**config.mk**
```make
export PLATFORM = sky130hd
export DESIGN_NAME = coo2csr_ctrl
export DESIGN_NICKNAME = d
export VERILOG_FILES = /design/src/rtl/core/coo2csr_pkg.sv /design/src/rtl/core/coo2csr_ctrl.sv
export SDC_FILE = /design/constraint.sdc
export NUM_CORES = 1
export LEC_CHECK = 0
export ABC_AREA = 1
export ABC_CLOCK_PERIOD_IN_PS = 1400
export BUFFER_PORTS_ARGS = -buffer_cell sky130_fd_sc_hd__buf_4
export CORE_AREA = 2 2 39 41
export CTS_BUF_LIST = sky130_fd_sc_hd__clkbuf_8
export CTS_CLUSTER_DIAMETER = 80
export DETAILED_ROUTE_END_ITERATION = 12
export DIE_AREA = 0 0 41 43
export MAX_ROUTING_LAYER = met4
export PLACE_DENSITY = 0.57
export SETUP_SLACK_MARGIN = 0.4
export SYNTH_ARGS = -nofsm -noshare
export SYNTH_HDL_FRONTEND = slang
export SYNTH_SLANG_ARGS = --single-unit
```
**constraint.sdc**
```tcl
create_clock -name i_clk -period 1.4 [get_ports i_clk]
set_input_delay 0.28 -clock i_clk [delete_from_list [all_inputs] [get_ports i_clk]]
set_output_delay 0.28 -clock i_clk [all_outputs]
set_load 0.01 [all_outputs]
```
**src/rtl/core/coo2csr_pkg.sv**
```systemverilog
package coo2csr_pkg;

    // Fixed field widths of the transaction payloads
    localparam int unsigned TILE_ROWS_W = 9;
    localparam int unsigned ROW_W       = 15;
    localparam int unsigned COL_W       = 15;
    localparam int unsigned VAL_W       = 16;
    localparam int unsigned ADDR_W      = 11;
    localparam int unsigned PTR_W       = 11;
    localparam int unsigned STATUS_W    = 3;

    localparam logic [TILE_ROWS_W-1:0] TILE_ROWS_RESET = 9'd128;

    typedef enum logic [1:0] {
        OP_LOAD  = 2'd0,
        OP_DRAIN = 2'd1,
        OP_CLEAR = 2'd2,
        OP_NOP   = 2'd3
    } t_opcode;

    typedef enum logic [STATUS_W-1:0] {
        ST_ACCEPTED = 3'd0,
        ST_ROW_OUT  = 3'd1,
        ST_FULL     = 3'd2,
        ST_WORD     = 3'd3,
        ST_EMPTY    = 3'd4
    } t_status;

    typedef enum logic {
        CFG_TILE_ROWS     = 1'b0,
        CFG_TILE_BASE_ROW = 1'b1
    } t_cfg_idx;

    typedef enum logic {
        KIND_PTR  = 1'b0,
        KIND_PAIR = 1'b1
    } t_word_kind;

    typedef struct packed {
        t_status                  status;
        t_word_kind               kind;
        logic [ADDR_W-1:0]        local_address;
        logic [PTR_W-1:0]         row_pointer;
        logic [COL_W-1:0]         col;
        logic signed [VAL_W-1:0]  value;
        logic                     last;
    } t_result;

    // Datapath step requested by the controller in the current cycle
    typedef enum logic [3:0] {
        STEP_NONE,
        STEP_EXEC,
        STEP_CLR,
        STEP_CNT_RD,
        STEP_CNT_ROW,
        STEP_CNT_WR,
        STEP_PFX_RD,
        STEP_PFX_WR,
        STEP_SCT_RD,
        STEP_SCT_ROW,
        STEP_SCT_WR,
        STEP_DRN_RD,
        STEP_DRN_OUT
    } t_step;

    typedef struct packed {
        logic  take;
        t_step step;
    } t_dp_cmd;

    typedef struct packed {
        t_opcode op;
        logic    built;
        logic    clr_last;
        logic    elem_end;
        logic    pfx_end;
        logic    out_free;
    } t_dp_sts;

    typedef enum logic [3:0] {
        S_IDLE,
        S_EXEC,
        S_CLR,
        S_CNT_RD,
        S_CNT_ROW,
        S_CNT_WR,
        S_PFX_RD,
        S_PFX_WR,
        S_SCT_RD,
        S_SCT_ROW,
        S_SCT_WR,
        S_DRN_RD,
        S_DRN_OUT
    } t_state;

    // Interleaved local address: ((i>>3)<<4)+(i&7), kept to 11 bits
    function automatic logic [ADDR_W-1:0] iaddr(input logic [9:0] idx);
        return {idx[9:3], 1'b0, idx[2:0]};
    endfunction

endpackage

```
**src/rtl/core/coo2csr_ctrl.sv**
```systemverilog
module coo2csr_ctrl (
    input  logic                 i_clk,
    input  logic                 i_rst_n,
    input  logic                 i_valid,
    output logic                 o_ready,
    input  coo2csr_pkg::t_dp_sts i_sts,
    output coo2csr_pkg::t_dp_cmd o_cmd
);
    import coo2csr_pkg::*;

    t_state r_state;
    t_state n_state;

    always_ff @(posedge i_clk) begin
        if (!i_rst_n) begin
            r_state <= S_IDLE;
        end else begin
            r_state <= n_state;
        end
    end

    always_comb begin
        n_state    = r_state;
        o_ready    = 1'b0;
        o_cmd.take = 1'b0;
        o_cmd.step = STEP_NONE;
        case (r_state)
            S_IDLE: begin
                o_ready = 1'b1;
                if (i_valid) begin
                    o_cmd.take = 1'b1;
                    n_state    = S_EXEC;
                end
            end
            S_EXEC: begin
                if (i_sts.op == OP_DRAIN) begin
                    o_cmd.step = STEP_EXEC;
                    n_state    = i_sts.built ? S_DRN_RD : S_CLR;
                end else if (i_sts.out_free) begin
                    o_cmd.step = STEP_EXEC;
                    n_state    = S_IDLE;
                end
            end
            S_CLR: begin
                o_cmd.step = STEP_CLR;
                if (i_sts.clr_last) begin
                    n_state = S_CNT_RD;
                end
            end
            S_CNT_RD: begin
                o_cmd.step = STEP_CNT_RD;
                n_state    = i_sts.elem_end ? S_PFX_RD : S_CNT_ROW;
            end
            S_CNT_ROW: begin
                o_cmd.step = STEP_CNT_ROW;
                n_state    = S_CNT_WR;
            end
            S_CNT_WR: begin
                o_cmd.step = STEP_CNT_WR;
                n_state    = S_CNT_RD;
            end
            S_PFX_RD: begin
                o_cmd.step = STEP_PFX_RD;
                n_state    = i_sts.pfx_end ? S_SCT_RD : S_PFX_WR;
            end
            S_PFX_WR: begin
                o_cmd.step = STEP_PFX_WR;
                n_state    = S_PFX_RD;
            end
            S_SCT_RD: begin
                o_cmd.step = STEP_SCT_RD;
                n_state    = i_sts.elem_end ? S_DRN_RD : S_SCT_ROW;
            end
            S_SCT_ROW: begin
                o_cmd.step = STEP_SCT_ROW;
                n_state    = S_SCT_WR;
            end
            S_SCT_WR: begin
                o_cmd.step = STEP_SCT_WR;
                n_state    = S_SCT_RD;
            end
            S_DRN_RD: begin
                o_cmd.step = STEP_DRN_RD;
                n_state    = S_DRN_OUT;
            end
            S_DRN_OUT: begin
                // hold the fetched word until the output register frees up
                if (i_sts.out_free) begin
                    o_cmd.step = STEP_DRN_OUT;
                    n_state    = S_IDLE;
                end
            end
            default: begin
                n_state = S_IDLE;
            end
        endcase
    end

endmodule

```
==> results.json <==
{
  "synth_fa_ha_area_share_pct": 0,
  "pwr-share-seq_pct": 17.0,
  "synth_xor_area_share_pct": 0,
  "ir_drop_uv": 953,
  "p_sw_mw": 0.626,
  "vias_per_cell": 4.77,
  "holdCritPathClass": "in2reg",
  "drt_wl_total_um": 1310,
  "vias": 568,
  "route.detailed.drc": 0,
  "finalHoldViolations": 0,
  "sw_frac_of_total_pct": 43.0,
  "yosysTopAreaCell": "nand2_1",
  "io_buffer_count": 15,
  "outcome": "finished clean",
  "grtUsageTotal_pct": 18.7,
  "final_antenna_net_count": 0,
  "clk_pin_slew_ns": 0.03,
  "grt_max_degree": 7,
  "critical_path_class": "reg2out",
  "cap_violations": 0,
  "rows": 14,
  "ys_ff_latch": 4,
  "cts_buffers": 3,
  "tightest_slew_ns": 0.223,
  "drv_slew": 0,
  "timing.final.crit_share_pct": 97.6,
  "internal_power_mw": 0.828,
  "postSynthNetCount": 86,
  "final-seq-area_um2": 95.1,
  "finalSetupTns_ns": 0,
  "grt_pass1_vias": 544,
  "p_comb_share_pct": 66.8,
  "grt-ovfl-total": 0,
  "p_leak_nw": 0.423,
  "reg_top3": "r_state x4",
  "cts.sinks": 4,
  "antenna_found_initial": 0,
  "clk_path_buf_depth": 2,
  "yosys.area_share.simple_pct": 58.7,
  "worstReg2RegStart": "r_state[2]",
  "crit_path_max_fanout": 6,
  "rsz0062_at_grt": "yes",
  "synth_top_family_by_area": "simple AND/OR/NAND/NOR gates",
  "power_density_nw_per_um2": 1820,
  "clkPwrFrac_pct": 16.2,
  "top_register": "r_state",
  "endpoint": "o_cmd[0]",
  "start_kind": "flop",
  "place_congestion": 0.817,
  "largest_reg_flops": 4,
  "dieArea_um2": 1760,
  "syn_inst": 76,
  "skew_ns": 0.00248,
  "core_um2": 1380,
  "n_fill_cell": 122,
  "end_kind": "primary output",
  "die_w_um": 41,
  "syn_avg_cell_area_um2": 5.70,
  "multi_input_area_um2": 382,
  "worstPathArrival_ns": 1.09,
  "n_antenna_cell": 0,
  "ys_seq_area_share_pct": 18.5,
  "dpl.hpwl_um": 879,
  "r2r-end": "r_state[1]",
  "cts_tree": "built",
  "fin_cells": 119,
  "nets": 115,
  "drive_above_1_share_pct": 60.2,
  "setup_violations": 0,
  "grt_pass1_wl_um": 2250,
  "ff2ff_path_depth": 7,
  "power.total_mw": 1.45,
  "cp_data_required_time_ns": 1.12,
  "period_minus_slack_ns": 1.37,
  "synthToLayoutAreaGrowth_pct": 85.0,
  "first_iter_violations": 9,
  "yosysTopAreaCellShare_pct": 20.8,
  "synth.distinct_cells": 18,
  "htree_num_levels": 1,
  "start_util_pct": 31.3,
  "drtPass1Iterations": 4,
  "muxShareOfSynthArea_pct": 0,
  "synthTopCellsByArea": "nand2_1 21%, dfxtp_1 18%, nand3_1 9.2%, inv_1 8.7%, nor2_1 7.8%",
  "fmax_mhz": 732,
  "hold-worst-slack_ns": 0.261,
  "crit_start": "r_state[3]",
  "cts_root_buf": "clkbuf_8",
  "die_y_um": 43,
  "synth_compound_area_share_pct": 9.83,
  "insertion_delay_ns": 0.21,
  "wl_per_cell_um": 11.0,
  "dp_cells": 107,
  "slew_headroom_pct": 85.1,
  "reg2reg_slack_ns": 0.12,
  "pin_count": 16,
  "yosysWarningCount": 0,
  "synth_area_um2": 433
}
final cells by class:
cell class,instances,area share (%)
flip-flops and latches,4,11.9
well taps,16,2.50
repair buffers,25,26.3
multi-input cells,59,47.7
clock buffers,3,5.16
inverters,12,6.56
cells in the final DEF (no fill, tap or decap), drive strengths merged:
cell    synthesis  final
nand2          26     26
buf             1     25
nor2           13     13
inv            12     12
nand3          10     10
dfxtp           4      4
clkbuf          0      3
o21ai           3      3
a21oi           3      3
o22ai           1      1
nand3b          1      1
nor3            1      1
a31oi           1      1
per-layer routing:
layer,routed length [um],GRT usage (%)
met1,566,23.8
met2,692,27.8
met3,50,5.24
met4,0,6.00
met5,0,-
worst min-delay path by stage:
stage	end	cells after the start	start	slack (ns)
after floorplan	r_state[2]	2	i_rst_n	0.38
after global placement	r_state[2]	3	i_rst_n	0.48
after detailed placement	r_state[2]	3	i_rst_n	0.48
after CTS	r_state[2]	3	i_rst_n	0.26
after global routing	r_state[2]	3	i_rst_n	0.30
final	r_state[2]	3	i_rst_n	0.26
synth_stat cells, drive strengths merged:
cell type	instances
nor2	13
nand2	26
a31oi	1
nor3	1
o21ai	3
nand3	10
dfxtp	4
inv	12
nand3b	1
a21oi	3
buf	1
o22ai	1
power groups by stage:
stage	Clock, mW	Sequential [mW]	Combinational (mW)
CTS	0.241	0.237	0.894
finish	0.236	0.247	0.971
global placement	0	0.209	0.687
floorplan	0	0.188	0.492
global route	0.255	0.252	1.06
detailed placement	0	0.208	0.677
worst max-delay path, cell delays in order (launching register included):
cell     delay, ns
dfxtp_4       0.38
nor2_4        0.16
nand3_1       0.13
nand3_2       0.09
buf_4         0.11
cells by family after synthesis:
| kind of cell | Yosys count |
|---|---|
| AND/OR/NAND/NOR | 51 |
| buffers and inverters | 13 |
| AO/OA/AOI/OAI | 8 |
| flip-flops | 4 |
metrics by stage:
| step | worst slack [ns] | util [%] | cell area, um2 |
|---|---|---|---|
| 4_1_cts | 0.0340 | 52.4 | 726 |
| 2_1_floorplan | 0.270 | - | 442 |
| 6_report | 0.0338 | 57.9 | 801 |
| 5_1_grt | -0.0154 | 57.9 | 801 |
| 3_3_place_gp | 0.173 | 41.2 | 571 |
| 3_5_place_dp | 0.184 | 41.2 | 571 |
repair_timing:
action                     CTS  global route
pin swaps                    8            10
gates resized for setup     23            16
hold buffers                 0             0
setup endpoints to repair    9            10
buffers inserted             7             2
No activity file was read; power rests on OpenSTA's default activity.
